### config.mk
export PLATFORM = sky130hd
export DESIGN_NAME = priority_round_robin_scheduler_top_flat
export DESIGN_NICKNAME = d
export VERILOG_FILES = /design/src/rtl/prr_pkg.sv /design/src/rtl/prr_ifs.sv /design/src/rtl/prr_mem.sv /design/src/rtl/prr_ctrl.sv /design/src/rtl/priority_round_robin_scheduler_top.sv /design/src/flat_wrapper.sv
export SDC_FILE = /design/constraint.sdc
export NUM_CORES = 2
export LEC_CHECK = 0
export BUFFER_PORTS_ARGS = -buffer_cell sky130_fd_sc_hd__clkbuf_2
export CAP_MARGIN = 20
export CORE_MARGIN = 1.5
export CORE_UTILIZATION = 30
export DETAILED_ROUTE_END_ITERATION = 10
export RECOVER_POWER = 50
export SYNTH_ARGS = -nofsm -noshare
export SYNTH_HDL_FRONTEND = slang
export SYNTH_SLANG_ARGS = --single-unit
### constraint.sdc
create_clock -name clk -period 6.8 [get_ports clk]
set_input_delay 1.02 -clock clk [delete_from_list [all_inputs] [get_ports clk]]
set_output_delay 1.02 -clock clk [all_outputs]
set_load 0.02 [all_outputs]
### src/rtl/prr_pkg.sv
`timescale 1ns / 1ps
`default_nettype none
package prr_pkg;

  localparam int DEF_PROCESS_SLOTS = 32;
  localparam int DEF_CONTEXT_WIDTH = 32;
  localparam int CFG_IDX_W = 4;

  localparam logic [5:0] PID_KERNEL_CODE = 6'h3F;
  localparam logic [5:0] PID_NONE_CODE   = 6'h3E;

  typedef enum logic [2:0] {
    OP_SWITCH  = 3'd0,
    OP_YIELD   = 3'd1,
    OP_CREATE  = 3'd2,
    OP_KILL    = 3'd3,
    OP_BLOCK   = 3'd4,
    OP_UNBLOCK = 3'd5,
    OP_SETPRIO = 3'd6,
    OP_INFO    = 3'd7
  } op_t;

  typedef enum logic [1:0] {
    ST_READY   = 2'd0,
    ST_RUNNING = 2'd1,
    ST_BLOCKED = 2'd2,
    ST_KILLED  = 2'd3
  } status_t;

  typedef enum logic [1:0] {
    RK_SLOT   = 2'd0,
    RK_KERNEL = 2'd1,
    RK_NONE   = 2'd2
  } run_kind_t;

  typedef enum logic [CFG_IDX_W-1:0] {
    CFG_HIGHEST  = 4'd0,
    CFG_LOWEST   = 4'd1,
    CFG_DEFAULT  = 4'd2,
    CFG_REALTIME = 4'd3
  } cfg_idx_t;

  typedef enum logic [3:0] {
    S_IDLE,
    S_OP_RD,
    S_OP_EX,
    S_SV_RD,
    S_SV_WR,
    S_FC_RD,
    S_FC_EX,
    S_SCAN,
    S_DONE
  } state_t;

  function automatic logic [3:0] grant(input logic [3:0] lo, input logic [3:0] p);
    return (lo > p) ? (lo - p) : 4'd0;
  endfunction

endpackage
`default_nettype wire

### src/rtl/prr_ifs.sv
`timescale 1ns / 1ps
`default_nettype none
interface prr_in_if;
  logic        valid;
  logic        ready;
  logic [2:0]  opcode;
  logic [4:0]  pid_index;
  logic [3:0]  priority_value;
  logic [31:0] context_handle;
  modport source (output valid, opcode, pid_index, priority_value, context_handle,
                  input ready);
  modport sink (input valid, opcode, pid_index, priority_value, context_handle,
                output ready);
endinterface

interface prr_out_if;
  logic              valid;
  logic              ready;
  logic              error_flag;
  logic signed [5:0] running_pid;
  logic [31:0]       context_out;
  logic [1:0]        info_status;
  logic [3:0]        info_priority;
  modport source (output valid, error_flag, running_pid, context_out, info_status,
                  info_priority, input ready);
  modport sink (input valid, error_flag, running_pid, context_out, info_status,
                info_priority, output ready);
endinterface

interface prr_cfg_if;
  logic       valid;
  logic       ready;
  logic [3:0] index;
  logic [3:0] data;
  modport source (output valid, index, data, input ready);
  modport sink (input valid, index, data, output ready);
endinterface
`default_nettype wire

### src/rtl/prr_mem.sv
`timescale 1ns / 1ps
`default_nettype none
module prr_mem #(
  parameter int DEPTH = 32,
  parameter int WIDTH = 38,
  parameter int AW    = 5
) (
  input  wire logic             clk,
  input  wire logic             rd_en,
  input  wire logic [AW-1:0]    rd_addr,
  output logic      [WIDTH-1:0] rd_data,
  input  wire logic             wr_en,
  input  wire logic [AW-1:0]    wr_addr,
  input  wire logic [WIDTH-1:0] wr_data
);

  logic [WIDTH-1:0] mem [DEPTH];

  always_ff @(posedge clk) begin
    if (wr_en) begin
      mem[wr_addr] <= wr_data;
    end
  end

  always_ff @(posedge clk) begin
    if (rd_en) begin
      rd_data <= mem[rd_addr];
    end
  end

endmodule
`default_nettype wire

### src/rtl/prr_ctrl.sv
`timescale 1ns / 1ps
`default_nettype none
module prr_ctrl
  import prr_pkg::*;
#(
  parameter int PS = DEF_PROCESS_SLOTS,
  parameter int CW = DEF_CONTEXT_WIDTH,
  parameter int IW = $clog2(PS),
  parameter int EW = CW + 6
) (
  input  wire logic                  clk,
  input  wire logic                  rst_n,
  input  wire logic                  in_valid,
  output logic                       in_ready,
  input  wire logic [2:0]            in_opcode,
  input  wire logic [4:0]            in_pid,
  input  wire logic [3:0]            in_prio,
  input  wire logic [31:0]           in_ctx,
  input  wire logic                  cfg_valid,
  input  wire logic [CFG_IDX_W-1:0]  cfg_index,
  input  wire logic [3:0]            cfg_data,
  output logic                       out_valid,
  input  wire logic                  out_ready,
  output logic                       out_err,
  output logic [5:0]                 out_pid,
  output logic [31:0]                out_ctx,
  output logic [1:0]                 out_st,
  output logic [3:0]                 out_pr,
  output logic                       mem_rd_en,
  output logic [IW-1:0]              mem_rd_addr,
  input  wire logic [EW-1:0]         mem_rd_data,
  output logic                       mem_wr_en,
  output logic [IW-1:0]              mem_wr_addr,
  output logic [EW-1:0]              mem_wr_data
);

  localparam int PW    = IW + 5;
  localparam int CNT_W = $clog2(PS + 1);

  state_t              state_r, state_nxt;
  op_t                 op_r, op_nxt;
  logic [IW-1:0]       pid_r, pid_nxt;
  logic                pid_ok_r, pid_ok_nxt;
  logic [3:0]          prio_r, prio_nxt;
  logic [CW-1:0]       ctx_r, ctx_nxt;
  logic [PS-1:0]       act_r, act_nxt;
  run_kind_t           run_kind_r, run_kind_nxt;
  logic [IW-1:0]       run_idx_r, run_idx_nxt;
  run_kind_t           frc_kind_r, frc_kind_nxt;
  logic [IW-1:0]       frc_idx_r, frc_idx_nxt;
  logic [3:0]          quant_r, quant_nxt;
  logic [CW-1:0]       kctx_r, kctx_nxt;
  logic [3:0]          hi_r, hi_nxt, lo_r, lo_nxt, def_r, def_nxt, rt_r, rt_nxt;
  status_t             cur_st_r, cur_st_nxt;
  logic [3:0]          cur_pr_r, cur_pr_nxt;
  logic [IW-1:0]       scan_idx_r, scan_idx_nxt;
  logic [CNT_W-1:0]    iss_cnt_r, iss_cnt_nxt;
  logic                chk_v_r, chk_v_nxt;
  logic [IW-1:0]       chk_idx_r, chk_idx_nxt;
  logic                err_r, err_nxt;
  logic [31:0]         cout_r, cout_nxt;
  logic [1:0]          ist_r, ist_nxt;
  logic [3:0]          ipr_r, ipr_nxt;
  logic                ov_r, ov_nxt;
  logic                oerr_r, oerr_nxt;
  logic [5:0]          opid_r, opid_nxt;
  logic [31:0]         octx_r, octx_nxt;
  logic [1:0]          ost_r, ost_nxt;
  logic [3:0]          opr_r, opr_nxt;

  logic [PW-1:0]       pid_ext;
  logic                in_acc;
  logic                act;
  logic [CW-1:0]       rd_ctx;
  logic [3:0]          rd_pr;
  status_t             rd_st;
  status_t             sv_st;
  logic                f_ok, keep_ok, hit, load;
  logic [3:0]          new_pr;
  logic [IW-1:0]       first, first_nxt;
  logic [IW+5:0]       run_pad;

  assign pid_ext = {{IW{1'b0}}, in_pid};
  assign in_acc  = in_valid && in_ready;
  assign rd_ctx  = mem_rd_data[CW-1:0];
  assign rd_pr   = mem_rd_data[CW+3:CW];
  assign rd_st   = status_t'(mem_rd_data[CW+5:CW+4]);
  assign act     = pid_ok_r && act_r[pid_r];
  assign sv_st   = (rd_st == ST_RUNNING) ? ST_READY : rd_st;
  assign new_pr  = (prio_r < hi_r || prio_r > lo_r) ? def_r : prio_r;
  assign f_ok    = (frc_kind_r == RK_SLOT) && act_r[frc_idx_r] && (rd_st == ST_READY);
  assign keep_ok = (run_kind_r == RK_SLOT) && act_r[run_idx_r] && (cur_st_r == ST_READY)
                   && (quant_r != 4'd0);
  assign hit     = chk_v_r && act_r[chk_idx_r] && (rd_st == ST_READY);
  assign first   = (run_kind_r == RK_SLOT) ? run_idx_r : '0;
  assign first_nxt = (first == IW'(PS - 1)) ? '0 : first + 1'b1;
  assign load    = (state_r == S_DONE) && (!ov_r || out_ready);
  assign run_pad = {6'd0, run_idx_r};

  // next state
  always_comb begin
    state_nxt = state_r;
    case (state_r)
      S_IDLE: begin
        if (in_acc) begin
          if (op_t'(in_opcode) == OP_SWITCH || op_t'(in_opcode) == OP_YIELD) begin
            state_nxt = S_SV_RD;
          end else begin
            state_nxt = S_OP_RD;
          end
        end
      end
      S_OP_RD: state_nxt = S_OP_EX;
      S_OP_EX: state_nxt = S_DONE;
      S_SV_RD: state_nxt = S_SV_WR;
      S_SV_WR: state_nxt = S_FC_RD;
      S_FC_RD: state_nxt = S_FC_EX;
      S_FC_EX: state_nxt = (f_ok || keep_ok) ? S_DONE : S_SCAN;
      S_SCAN: begin
        if (hit || (!chk_v_r && iss_cnt_r == CNT_W'(PS))) begin
          state_nxt = S_DONE;
        end
      end
      S_DONE: begin
        if (load) begin
          state_nxt = S_IDLE;
        end
      end
      default: state_nxt = S_IDLE;
    endcase
  end

  // datapath and outputs
  always_comb begin
    in_ready     = (state_r == S_IDLE);
    op_nxt       = op_r;
    pid_nxt      = pid_r;
    pid_ok_nxt   = pid_ok_r;
    prio_nxt     = prio_r;
    ctx_nxt      = ctx_r;
    act_nxt      = act_r;
    run_kind_nxt = run_kind_r;
    run_idx_nxt  = run_idx_r;
    frc_kind_nxt = frc_kind_r;
    frc_idx_nxt  = frc_idx_r;
    quant_nxt    = quant_r;
    kctx_nxt     = kctx_r;
    hi_nxt       = hi_r;
    lo_nxt       = lo_r;
    def_nxt      = def_r;
    rt_nxt       = rt_r;
    cur_st_nxt   = cur_st_r;
    cur_pr_nxt   = cur_pr_r;
    scan_idx_nxt = scan_idx_r;
    iss_cnt_nxt  = iss_cnt_r;
    chk_v_nxt    = 1'b0;
    chk_idx_nxt  = chk_idx_r;
    err_nxt      = err_r;
    cout_nxt     = cout_r;
    ist_nxt      = ist_r;
    ipr_nxt      = ipr_r;
    ov_nxt       = ov_r;
    oerr_nxt     = oerr_r;
    opid_nxt     = opid_r;
    octx_nxt     = octx_r;
    ost_nxt      = ost_r;
    opr_nxt      = opr_r;
    mem_rd_en    = 1'b0;
    mem_rd_addr  = pid_r;
    mem_wr_en    = 1'b0;
    mem_wr_addr  = pid_r;
    mem_wr_data  = {rd_st, rd_pr, rd_ctx};

    if (cfg_valid) begin
      case (cfg_idx_t'(cfg_index))
        CFG_HIGHEST:  hi_nxt  = cfg_data;
        CFG_LOWEST:   lo_nxt  = cfg_data;
        CFG_DEFAULT:  def_nxt = cfg_data;
        CFG_REALTIME: rt_nxt  = cfg_data;
        default: ;
      endcase
    end

    case (state_r)
      S_IDLE: begin
        if (in_acc) begin
          op_nxt     = op_t'(in_opcode);
          pid_nxt    = pid_ext[IW-1:0];
          pid_ok_nxt = (pid_ext < PW'(PS));
          prio_nxt   = in_prio;
          ctx_nxt    = CW'(in_ctx);
          err_nxt    = 1'b0;
          cout_nxt   = '0;
          ist_nxt    = '0;
          ipr_nxt    = '0;
          if (op_t'(in_opcode) == OP_YIELD) begin
            quant_nxt = 4'd0;
          end
        end
      end
      S_OP_RD: begin
        mem_rd_en = pid_ok_r;
      end
      S_OP_EX: begin
        case (op_r)
          OP_CREATE: begin
            if (!pid_ok_r) begin
              err_nxt = 1'b1;
            end else begin
              mem_wr_en      = 1'b1;
              mem_wr_data    = {ST_READY, new_pr, ctx_r};
              act_nxt[pid_r] = 1'b1;
            end
          end
          OP_KILL: begin
            if (!act) begin
              err_nxt = 1'b1;
            end else if (rd_st != ST_KILLED) begin
              mem_wr_en      = 1'b1;
              mem_wr_data    = {ST_KILLED, rd_pr, rd_ctx};
              act_nxt[pid_r] = 1'b0;
              if (run_kind_r == RK_SLOT && run_idx_r == pid_r) begin
                run_kind_nxt = RK_NONE;
              end
            end
          end
          OP_BLOCK: begin
            if (!act) begin
              err_nxt = 1'b1;
            end else begin
              mem_wr_en   = 1'b1;
              mem_wr_data = {ST_BLOCKED, rd_pr, rd_ctx};
              if (run_kind_r == RK_SLOT && run_idx_r == pid_r) begin
                quant_nxt = 4'd0;
              end
            end
          end
          OP_UNBLOCK: begin
            if (!act) begin
              err_nxt = 1'b1;
            end else if (rd_st == ST_BLOCKED || rd_st == ST_KILLED) begin
              mem_wr_en   = 1'b1;
              mem_wr_data = {ST_READY, rd_pr, rd_ctx};
              if (rd_pr <= rt_r) begin
                frc_kind_nxt = RK_SLOT;
                frc_idx_nxt  = pid_r;
              end
            end
          end
          OP_SETPRIO: begin
            if (!act || prio_r < hi_r || prio_r > lo_r) begin
              err_nxt = 1'b1;
            end else begin
              mem_wr_en   = 1'b1;
              mem_wr_data = {rd_st, prio_r, rd_ctx};
            end
          end
          OP_INFO: begin
            if (!act) begin
              err_nxt = 1'b1;
            end else begin
              cout_nxt = 32'(rd_ctx);
              ist_nxt  = rd_st;
              ipr_nxt  = rd_pr;
            end
          end
          default: ;
        endcase
      end
      S_SV_RD: begin
        mem_rd_addr = run_idx_r;
        if (run_kind_r == RK_SLOT) begin
          mem_rd_en = 1'b1;
        end else if (run_kind_r == RK_KERNEL) begin
          kctx_nxt = ctx_r;
        end
      end
      S_SV_WR: begin
        // save outgoing context, running drops back to ready
        mem_wr_addr = run_idx_r;
        mem_wr_data = {sv_st, rd_pr, ctx_r};
        cur_st_nxt  = sv_st;
        cur_pr_nxt  = rd_pr;
        mem_wr_en   = (run_kind_r == RK_SLOT);
      end
      S_FC_RD: begin
        mem_rd_addr = frc_idx_r;
        mem_rd_en   = (frc_kind_r == RK_SLOT);
      end
      S_FC_EX: begin
        if (f_ok) begin
          run_kind_nxt = RK_SLOT;
          run_idx_nxt  = frc_idx_r;
          frc_kind_nxt = RK_NONE;
          quant_nxt    = grant(lo_r, rd_pr);
          mem_wr_en    = 1'b1;
          mem_wr_addr  = frc_idx_r;
          mem_wr_data  = {ST_RUNNING, rd_pr, rd_ctx};
          cout_nxt     = 32'(rd_ctx);
        end else if (keep_ok) begin
          quant_nxt   = quant_r - 4'd1;
          mem_wr_en   = 1'b1;
          mem_wr_addr = run_idx_r;
          mem_wr_data = {ST_RUNNING, cur_pr_r, ctx_r};
          cout_nxt    = 32'(ctx_r);
        end else begin
          scan_idx_nxt = first_nxt;
          iss_cnt_nxt  = '0;
        end
      end
      S_SCAN: begin
        // one read issued per cycle, checked the cycle after
        mem_rd_addr = scan_idx_r;
        if (iss_cnt_r != CNT_W'(PS)) begin
          mem_rd_en    = 1'b1;
          chk_v_nxt    = 1'b1;
          chk_idx_nxt  = scan_idx_r;
          iss_cnt_nxt  = iss_cnt_r + 1'b1;
          scan_idx_nxt = (scan_idx_r == IW'(PS - 1)) ? '0 : scan_idx_r + 1'b1;
        end
        if (hit) begin
          run_kind_nxt = RK_SLOT;
          run_idx_nxt  = chk_idx_r;
          quant_nxt    = grant(lo_r, rd_pr);
          mem_wr_en    = 1'b1;
          mem_wr_addr  = chk_idx_r;
          mem_wr_data  = {ST_RUNNING, rd_pr, rd_ctx};
          cout_nxt     = 32'(rd_ctx);
        end else if (!chk_v_r && iss_cnt_r == CNT_W'(PS)) begin
          run_kind_nxt = RK_KERNEL;
          quant_nxt    = 4'd0;
          cout_nxt     = 32'(kctx_r);
        end
      end
      S_DONE: ;
      default: ;
    endcase

    if (ov_r && out_ready) begin
      ov_nxt = 1'b0;
    end
    if (load) begin
      ov_nxt   = 1'b1;
      oerr_nxt = err_r;
      octx_nxt = cout_r;
      ost_nxt  = ist_r;
      opr_nxt  = ipr_r;
      case (run_kind_r)
        RK_SLOT:   opid_nxt = run_pad[5:0];
        RK_KERNEL: opid_nxt = PID_KERNEL_CODE;
        default:   opid_nxt = PID_NONE_CODE;
      endcase
    end
  end

  always_ff @(posedge clk) begin
    if (!rst_n) begin
      state_r    <= S_IDLE;
      act_r      <= '0;
      run_kind_r <= RK_KERNEL;
      run_idx_r  <= '0;
      frc_kind_r <= RK_NONE;
      frc_idx_r  <= '0;
      quant_r    <= 4'd0;
      kctx_r     <= '0;
      hi_r       <= 4'd0;
      lo_r       <= 4'd10;
      def_r      <= 4'd4;
      rt_r       <= 4'd1;
      chk_v_r    <= 1'b0;
      ov_r       <= 1'b0;
    end else begin
      state_r    <= state_nxt;
      act_r      <= act_nxt;
      run_kind_r <= run_kind_nxt;
      run_idx_r  <= run_idx_nxt;
      frc_kind_r <= frc_kind_nxt;
      frc_idx_r  <= frc_idx_nxt;
      quant_r    <= quant_nxt;
      kctx_r     <= kctx_nxt;
      hi_r       <= hi_nxt;
      lo_r       <= lo_nxt;
      def_r      <= def_nxt;
      rt_r       <= rt_nxt;
      chk_v_r    <= chk_v_nxt;
      ov_r       <= ov_nxt;
    end
  end

  always_ff @(posedge clk) begin
    op_r       <= op_nxt;
    pid_r      <= pid_nxt;
    pid_ok_r   <= pid_ok_nxt;
    prio_r     <= prio_nxt;
    ctx_r      <= ctx_nxt;
    cur_st_r   <= cur_st_nxt;
    cur_pr_r   <= cur_pr_nxt;
    scan_idx_r <= scan_idx_nxt;
    iss_cnt_r  <= iss_cnt_nxt;
    chk_idx_r  <= chk_idx_nxt;
    err_r      <= err_nxt;
    cout_r     <= cout_nxt;
    ist_r      <= ist_nxt;
    ipr_r      <= ipr_nxt;
    oerr_r     <= oerr_nxt;
    opid_r     <= opid_nxt;
    octx_r     <= octx_nxt;
    ost_r      <= ost_nxt;
    opr_r      <= opr_nxt;
  end

  assign out_valid = ov_r;
  assign out_err   = oerr_r;
  assign out_pid   = opid_r;
  assign out_ctx   = octx_r;
  assign out_st    = ost_r;
  assign out_pr    = opr_r;

endmodule
`default_nettype wire

### src/rtl/priority_round_robin_scheduler_top.sv
// table ops: accept, OP_RD, OP_EX, DONE, result word; switch and yield: accept, SV_RD,
// SV_WR, FC_RD, FC_EX, SCAN unless the forced or current slot is served, DONE;
// input taken only in IDLE; the scan reads one slot per cycle from the table ram
// reset: synchronous active low, clears active bits, runner to kernel, no forced slot,
// quantum and kernel context to zero, config to defaults; no clearing pass
`timescale 1ns / 1ps
`default_nettype none
module priority_round_robin_scheduler_top
  import prr_pkg::*;
#(
  parameter int PROCESS_SLOTS = DEF_PROCESS_SLOTS,
  parameter int CONTEXT_WIDTH = DEF_CONTEXT_WIDTH
) (
  input  wire logic  clk,
  input  wire logic  rst_n,
  prr_in_if.sink     in_bus,
  prr_out_if.source  out_bus,
  prr_cfg_if.sink    cfg_bus
);

  localparam int IW = $clog2(PROCESS_SLOTS);
  localparam int EW = CONTEXT_WIDTH + 6;

  logic          rd_en, wr_en;
  logic [IW-1:0] rd_addr, wr_addr;
  logic [EW-1:0] rd_data, wr_data;
  logic [5:0]    run_pid;

  assign cfg_bus.ready       = 1'b1;
  assign out_bus.running_pid = signed'(run_pid);

  prr_ctrl #(
    .PS (PROCESS_SLOTS),
    .CW (CONTEXT_WIDTH),
    .IW (IW),
    .EW (EW)
  ) u_ctrl (
    .clk         (clk),
    .rst_n       (rst_n),
    .in_valid    (in_bus.valid),
    .in_ready    (in_bus.ready),
    .in_opcode   (in_bus.opcode),
    .in_pid      (in_bus.pid_index),
    .in_prio     (in_bus.priority_value),
    .in_ctx      (in_bus.context_handle),
    .cfg_valid   (cfg_bus.valid),
    .cfg_index   (cfg_bus.index),
    .cfg_data    (cfg_bus.data),
    .out_valid   (out_bus.valid),
    .out_ready   (out_bus.ready),
    .out_err     (out_bus.error_flag),
    .out_pid     (run_pid),
    .out_ctx     (out_bus.context_out),
    .out_st      (out_bus.info_status),
    .out_pr      (out_bus.info_priority),
    .mem_rd_en   (rd_en),
    .mem_rd_addr (rd_addr),
    .mem_rd_data (rd_data),
    .mem_wr_en   (wr_en),
    .mem_wr_addr (wr_addr),
    .mem_wr_data (wr_data)
  );

  prr_mem #(
    .DEPTH (PROCESS_SLOTS),
    .WIDTH (EW),
    .AW    (IW)
  ) u_mem (
    .clk     (clk),
    .rd_en   (rd_en),
    .rd_addr (rd_addr),
    .rd_data (rd_data),
    .wr_en   (wr_en),
    .wr_addr (wr_addr),
    .wr_data (wr_data)
  );

endmodule
`default_nettype wire

### src/flat_wrapper.sv
// flat-port wrapper written by rule: the top's interface ports become plain ports
module priority_round_robin_scheduler_top_flat import prr_pkg::*;
#(
  parameter int PROCESS_SLOTS = DEF_PROCESS_SLOTS,
  parameter int CONTEXT_WIDTH = DEF_CONTEXT_WIDTH
)
  (clk, rst_n, in_bus_valid, in_bus_opcode, in_bus_pid_index, in_bus_priority_value, in_bus_context_handle, in_bus_ready, out_bus_valid, out_bus_error_flag, out_bus_running_pid, out_bus_context_out, out_bus_info_status, out_bus_info_priority, out_bus_ready, cfg_bus_valid, cfg_bus_index, cfg_bus_data, cfg_bus_ready);
  prr_in_if in_bus_i ();
  prr_out_if out_bus_i ();
  prr_cfg_if cfg_bus_i ();
  input  wire logic clk;
  input  wire logic rst_n;
  input wire logic [$bits(in_bus_i.valid)-1:0] in_bus_valid;
  input wire logic [$bits(in_bus_i.opcode)-1:0] in_bus_opcode;
  input wire logic [$bits(in_bus_i.pid_index)-1:0] in_bus_pid_index;
  input wire logic [$bits(in_bus_i.priority_value)-1:0] in_bus_priority_value;
  input wire logic [$bits(in_bus_i.context_handle)-1:0] in_bus_context_handle;
  output wire logic [$bits(in_bus_i.ready)-1:0] in_bus_ready;
  output wire logic [$bits(out_bus_i.valid)-1:0] out_bus_valid;
  output wire logic [$bits(out_bus_i.error_flag)-1:0] out_bus_error_flag;
  output wire logic [$bits(out_bus_i.running_pid)-1:0] out_bus_running_pid;
  output wire logic [$bits(out_bus_i.context_out)-1:0] out_bus_context_out;
  output wire logic [$bits(out_bus_i.info_status)-1:0] out_bus_info_status;
  output wire logic [$bits(out_bus_i.info_priority)-1:0] out_bus_info_priority;
  input wire logic [$bits(out_bus_i.ready)-1:0] out_bus_ready;
  input wire logic [$bits(cfg_bus_i.valid)-1:0] cfg_bus_valid;
  input wire logic [$bits(cfg_bus_i.index)-1:0] cfg_bus_index;
  input wire logic [$bits(cfg_bus_i.data)-1:0] cfg_bus_data;
  output wire logic [$bits(cfg_bus_i.ready)-1:0] cfg_bus_ready;
  assign in_bus_i.valid = in_bus_valid;
  assign in_bus_i.opcode = in_bus_opcode;
  assign in_bus_i.pid_index = in_bus_pid_index;
  assign in_bus_i.priority_value = in_bus_priority_value;
  assign in_bus_i.context_handle = in_bus_context_handle;
  assign in_bus_ready = in_bus_i.ready;
  assign out_bus_valid = out_bus_i.valid;
  assign out_bus_error_flag = out_bus_i.error_flag;
  assign out_bus_running_pid = out_bus_i.running_pid;
  assign out_bus_context_out = out_bus_i.context_out;
  assign out_bus_info_status = out_bus_i.info_status;
  assign out_bus_info_priority = out_bus_i.info_priority;
  assign out_bus_i.ready = out_bus_ready;
  assign cfg_bus_i.valid = cfg_bus_valid;
  assign cfg_bus_i.index = cfg_bus_index;
  assign cfg_bus_i.data = cfg_bus_data;
  assign cfg_bus_ready = cfg_bus_i.ready;
  priority_round_robin_scheduler_top #(.PROCESS_SLOTS(PROCESS_SLOTS), .CONTEXT_WIDTH(CONTEXT_WIDTH)) u_core (.clk(clk), .rst_n(rst_n), .in_bus(in_bus_i), .out_bus(out_bus_i), .cfg_bus(cfg_bus_i));
endmodule
Word-level counts from Yosys, hierarchy flattened
Memories as Yosys holds them, arrays and structs flattened. A register that Yosys moved wholly into a read port is not among the register bits.
Index checks and enable logic that the tools add are counted.
Storage, ports and cells
  register bits: 255
  RAM bits: 1216
  bits of input ports: 57
  output and inout bits: 48
  logic and storage cells: 288
  memories kept: 1
Operators by class
  add/subtract/negate cells: 5
  magnitude comparators: 10
  equality and inequality tests: 55
  multiplexer cells: 120
  bitwise gates (word level): 4
  reduce and logical (&&, ||, !) cells: 60
Memory list
  u_core.u_mem.mem: depth 32, width 38, rd ports 1, clocked after Yosys merged registers in 1, wr ports 1, RTL line prr_mem.sv:17  | logic [WIDTH-1:0] mem [DEPTH];
Operators by type and width (count)
  $mux 38: 9
  $mux 32: 10
  $pmux 38 s5: 1
  $pmux 38 s4: 1
  $pmux 32 s4: 1
  $mux 4: 18
  $pmux 32 s2: 1
  $mux 5: 11
  $mux 36: 1
  $pmux 4 s9: 1
  $mux 2: 17
  $ne 2x2->1 const B: 17
  $and 32x32->32: 1
  $not 32->32: 1
  $or 32x32->32: 1
  $lt 5x6->1 const B: 5
  $pmux 5 s3: 2
  $mux 1: 25
  $pmux 6 s2: 2
  $bmux 1 s5: 4
  $pmux 5 s2: 2
  $mux 6: 3
  $reduce_and 6->1: 3
  $eq 4x2->1 const B: 4
  other kinds (49): 113

Logic depth before layout (Yosys ltp)
  depth after elaboration: 11
  mapped depth: 13

Cells and area by module
From an unflattened synthesis, not the netlist that was laid out.
Unflattened totals
  cells, all modules: 3998
  area total of the unflattened synthesis: 61903.1 µm²
By module, submodules not included
  prr_mem: instances 1, cells an instance 2675, area an instance 48512.8 µm², sequential area each 37656.1 µm²
  prr_ctrl: instances 1, cells an instance 1321, area an instance 13379.1 µm², sequential area each 6566.3 µm²
  priority_round_robin_scheduler_top: instances 1, cells an instance 2, area an instance 11.3 µm², sequential area each 0.0 µm²

Worst setup path before layout
No wires, ideal clock.
  kind: register to register
  start: register u_core.u_ctrl.chk_idx_r[2]
  end: memory u_core.u_mem.mem[18][0], enable pin
  setup time: 480 ps
  data arrival time: 5465 ps
  path slack: 854 ps
  stages on the path, launching flop included: 10
  path buffers: 1
  clock period less this slack: 5946 ps
  path through: edfxtp_1 -> clkbuf_1 -> mux4_2 -> a31o_2 -> a211oi_2 -> mux2_2 -> a221oi_1 -> o31a_1 -> nand2_1 -> nor3_1
On the way
  word-level cells in the longest chain between the ends: 8
  elaborated cells on any way between the ends: 10
RTL lines
  from (decl): RTL line prr_ctrl.sv:59  | logic [IW-1:0] chk_idx_r, chk_idx_nxt;
  from (signal assigned): RTL line prr_ctrl.sv:400  | chk_idx_r <= chk_idx_nxt;
  $bmux 1 s5: RTL line prr_ctrl.sv:94  | assign hit = chk_v_r && act_r[chk_idx_r] && (rd_st == ST_READY);
  $mux 1 (implied by the code): RTL line prr_ctrl.sv:94
  $logic_and 1x1->1 (2 in series): RTL line prr_ctrl.sv:94
  $mux 1: RTL line prr_ctrl.sv:321  | if (hit) begin
  $pmux 1 s4: RTL line prr_ctrl.sv:184  | case (state_r)
  $mux 1: RTL line prr_mem.sv:20  | if (wr_en) begin
  $mux 1 (implied by the code): RTL line prr_mem.sv:21  | mem[wr_addr] <= wr_data;
  to (decl): RTL line prr_mem.sv:17
Several ways; a longest one is shown, not always the timed one. The select of a mux whose other input is x is not followed.

Final worst setup path
  start: register u_core.u_ctrl.frc_idx_r[1]
  end: register u_core.u_ctrl.quant_r[2]
On the way
  word-level cells in the longest chain between the ends: 6
  elaborated cells on any way between the ends: 8
RTL lines
  from (decl): RTL line prr_ctrl.sv:50  | logic [IW-1:0] frc_idx_r, frc_idx_nxt;
  from (signal assigned): RTL line prr_ctrl.sv:378  | frc_idx_r <= frc_idx_nxt;
  $bmux 1 s5 *: RTL line prr_ctrl.sv:91  | assign f_ok = (frc_kind_r == RK_SLOT) && act_r[frc_idx_r] && (rd_st == ST_READY);
  $mux 1 (implied by the code) *: RTL line prr_ctrl.sv:91
  $logic_and 1x1->1 * (2 in series): RTL line prr_ctrl.sv:91
  $ne 3x3->1 (no line) / $mux 4 (equally long branches)
  $reduce_and 8->1 (no line) / $pmux 4 s4 (equally long branches)
  to (signal assigned): RTL line prr_ctrl.sv:379  | quant_r <= quant_nxt;
  to (decl): RTL line prr_ctrl.sv:51  | logic [3:0] quant_r, quant_nxt;
Mark *: on every way between the ends. The rest lies on a longest branch, timed or not. The select of a mux whose other input is x is not followed.
A chain may end at the register's enable or synchronous reset.

==> impl.org <==
** Outcome
- Outcome :: finished with violations
- Failing checks :: capacitance limit, slew limit

** Detailed routing
- Detailed-routed wire length on met2 :: around 76000 um
- Using the TritonRoute via totals, the vias-per-cell ratio works out to 5.20.
- The routed layout has slightly below 40000 vias.
- The pre-antenna-repair detailed-routing pass consisted of 8 iterations.
- In this run, the number of DRC markers left after iteration 0 of detailed routing was 3849.
- Wire length reported by the detailed router :: 161000 um
- In the routed design, unresolved DRC markers number 0.
- Highest metal layer with signal wires :: met5
- In the final routing, the length of wire on met1 measures a little under 70000 um.
- Met3 layer wire length in the routed design :: 11200 um
- In the final routed layout, each cell accounts on average for 21.8 um.
- Post-route ant nets :: 0

** Final layout
- Layout cell share with drive strength beyond 1 :: 9.15%
- Final Non-Filler Cells :: 7392
- After the last flow step, the layout net total stands at ~4700.
- Filler cells :: 19697
- Synthesis-to-finish area growth :: 14.0%
- Post-route core utilization :: 34.5%

** Critical path
- On the critical path, the stage with the largest delay is an instance of clkbuf_1.
- Req. time, crit path :: 7.49 ns
- STA classifies the critical path startpoint as a flop.
- Critical path's largest stage delay :: 1.67 ns
- At the worst endpoint, the arrival time is 6.64 ns.
- Critical path, cell by cell :: mux4_2 -> mux2_1 -> nor3_1 -> o41a_2 -> clkbuf_1 -> a21boi_0 -> a21oi_1 -> a31oi_1 -> a31oi_1 -> o21ai_0
- The critical path is of the flop to flop type.
- Endpoint kind of the worst setup timing path :: flop
- Of all nets on the critical path, the largest fanout is 39.
- Crit path top cell by count :: a31oi_1

** Clocking
- Clock-pin slew on the worst setup and hold paths :: approximately 0.06 ns
- Clock sink total :: roughly 1500
- Clock tree from TritonCTS :: done
- In this run the clock root is driven by a clkbuf_16.
- The later pin in the worst-skew pair is clocked with a latency of 0.79 ns.
- No sink is reached through more buffers than the 3 on the longest clock path.
- Post-CTS Hold Buffers :: 0
- The number of clock buffers added by TritonCTS is ~150.
- Post-CTS setup buffers :: 0
- Number of cells upsized or downsized after cts :: 0
- Count of H-tree levels built during CTS :: 4

** Logic synthesis
- The cell count after synthesis came out at between 4000 and 5000.
- Largest cells by area after synthesis :: edfxtp_1 68%, a211oi_1 5.1%, nand2_1 4.7%
- Unique cell type count in the Yosys netlist :: 86
- Most instantiated cells after synthesis :: 1404 x edfxtp_1, 778 x nand2_1, 423 x a211oi_1
- The Yosys step of the flow raised 0 warnings.
- In this run, synthesis inferred 1404 flip-flops with an integrated enable.
- For this run, asynchronously set or reset flops after synthesis account for 0%.
- By instance count, the leading cell after synthesis is edfxtp_1.
- Each instance of the synthesized netlist takes up on average 13.7 um^2.
- For this run, the register share of the synthesized area comes to 71.3%.
- The synthesized netlist occupies a cell area of 62100 um^2.
- Proportion of netlist area held by the largest area contributor :: 67.9%
- Total nets after synthesis :: approximately 4600
- Biggest area consumer among synthesized cells :: edfxtp_1
- Flip-flop cell with the highest count after synthesis :: edfxtp_1
- FF+latch count, synth :: approximately 1500

** Floorplanning
- Initial core utilization :: 30.2%
- In this run the count of I/O pins placed on the die edge is 105.
- The floorplan step set the die height to ~460 um.
- The region available for standard cell placement spans 205000 um^2.
- After floorplanning, the core was divided into roughly 170 placement rows.
- Die footprint :: around 210000 um^2
- X dimension of the die :: 458 um

** GRT
- The via count of the first global-routing pass was approximately 37000.
- Total track usage :: between 10% and 20%
- Pin count of the biggest net entering global routing :: roughly 100
- The first global-routing pass estimated 240000 um of wire.
- Antenna violations before repair :: 5
- For this run the aggregate overflow at the end of global routing stands at 0.

** Timing
- Count of endpoints failing hold in the final timing report :: 0
- Max transition margin :: -59.6%
- In the finished design, the share of the clock period the worst path needs comes to around 90%.
- The max-slew violation total from the final report came to 290.
- Setup TNS :: 0 ns
- Setup repair after global routing missed its margin :: no
- Slew at the pin closest to its max-slew limit :: 2.39 ns
- Final Skew :: between 0.02 and 0.03 ns
- Hold timing on the final database bottoms out at a slack of between 0.4 and 0.5 ns.
- Period minus WS final :: 5.95 ns
- Static timing analysis puts the maximum clock frequency at 0.168 GHz.
- Setup slack on the critical path of the routed design comes to 0.855 ns.
- Final Setup Violations :: 0

** Place
- Routability congestion estimate from global placement :: 0.877
- Placed Instances :: 7101
- Quantity of I/O buffers inserted on ports :: 103
- Dpl hpwl :: 91400 um
- At the placement stage, the worst setup path has a slack of 1.37 ns.

** Power and ir drop
- Leakage power :: 22.7 nW
- IR drop worst, VDD :: 230 uV
- Power per cell area :: 319 nW/um^2

** Hold path
- HP Class :: input port to flop

** Run
- Max-cap violations in this run came to 9.
[flip-flops by register name (all words and copies together), names as in the netlist, 5 cells and up, named ones only]
signal,cells
u_core.u_ctrl.run_idx_r,5
u_core.u_ctrl.iss_cnt_r,6
u_core.u_mem.mem,1216
u_core.u_ctrl.chk_idx_r,5
u_core.u_ctrl.scan_idx_r,5
u_core.u_ctrl.ctx_r,32
u_core.u_mem.rd_data,38
u_core.u_ctrl.frc_idx_r,5
u_core.u_ctrl.kctx_r,32
u_core.u_ctrl.out_pid,6
u_core.u_ctrl.out_ctx,32
u_core.u_ctrl.pid_r,5
u_core.u_ctrl.cout_r,32
[cells in the final DEF, fill, tap and decap left out, types with 7 or more instances in the layout]
master	netlist	layout
mux2i_1	84	84
a21o_1	45	45
nand2_1	778	778
nor2b_1	16	15
a31oi_1	157	157
nor2_4	0	7
and2_1	314	307
nand4_1	15	15
a222oi_1	32	32
nand3_1	32	32
nand2b_1	15	15
bufinv_16	0	7
clkbuf_1	307	115
dfxtp_1	103	103
nor3_1	34	10
nor2_1	84	78
o21ai_0	29	29
clkbuf_16	0	157
mux2_1	10	33
and3_1	9	10
clkinv_2	0	28
xor2_1	10	10
edfxtp_1	1404	1404
a22oi_1	15	15
and2_0	1	8
nor3_2	3	28
a211oi_1	423	424
clkbuf_2	0	48
buf_12	0	28
buf_4	6	71
inv_1	75	76
clkinv_1	1	30
ha_1	23	23
a21oi_1	175	175
a311oi_1	157	157
mux4_2	17	17
[cell type report]
type | instances | area (um^2) | share of cell area, %
antenna | 2 | 5.00 | 0.00707
clock buffer | 205 | 4170 | 5.89
clock inverter | 79 | 691 | 0.976
inverter | 76 | 285 | 0.403
multi-input combinational | 2615 | 16400 | 23.2
sequential | 1507 | 44200 | 62.5
tap | 2688 | 3360 | 4.75
timing repair buffer | 220 | 1610 | 2.27
[kinds of logic (layout without fill, tap and decap cells)]
logic type | count (synthesis) | count (layout) | synth area share, %
flops | 1507 | 1507 | 71.3
simple gates | 1335 | 1335 | 9.97
compound gates | 1105 | 1105 | 12.8
buf+inv | 418 | 580 | 2.63
mux | 135 | 135 | 2.59
fa+ha+maj | 24 | 24 | 0.496
xor+xnor | 15 | 15 | 0.212
other cells | 1 | 3 | 0.00604
[metrics by stage]
stage / cell area, um^2 / total power [W]
2_1_floorplan: 62100 / 0.0133
3_3_place_gp: 66100 / 0.0146
3_5_place_dp: 66100 / 0.0146
4_1_cts: 71000 / 0.0227
5_1_grt: 70800 / 0.0234
6_report: 70800 / 0.0226
[power breakdown]
group | internal [W] | total [W] | switching (W)
clock | 0.00460 | 0.00815 | 0.00355
sequential | 0.0109 | 0.0111 | 0.000192
combinational | 0.000951 | 0.00338 | 0.00242
total | 0.0164 | 0.0226 | 0.00616
[critical path, delay by kind of cell, from the launching register on]
kind / cells / cell delay, ns
compound gates: 6 / 1.84
mux: 2 / 0.94
flops: 1 / 0.99
simple gates: 1 / 0.39
buf+inv: 1 / 1.67
[per-layer routing]
| layer | track usage [%] | up-vias |
|---|---|---|
| met1 | 20.1 | 19315 |
| met4 | 5.04 | 2 |
| met3 | 2.63 | 249 |
| met5 | 0 | - |
| li1 | - | 17452 |
| met2 | 24.4 | 1390 |
[worst paths after layout]
kind	start	end	slack, ns	depth (start not counted)
worst max-delay path	u_core.u_ctrl.frc_idx_r[1]	u_core.u_ctrl.quant_r[2]	0.85	10
worst min-delay path	in_bus_context_handle[3]	u_core.u_ctrl.ctx_r[3]	0.41	1
worst min register to register	u_core.u_ctrl.cout_r[19]	u_core.u_ctrl.out_ctx[19]	0.41	0
worst max register to register	u_core.u_ctrl.frc_idx_r[1]	u_core.u_ctrl.quant_r[2]	0.85	10
(Power assumes the default switching activity.)
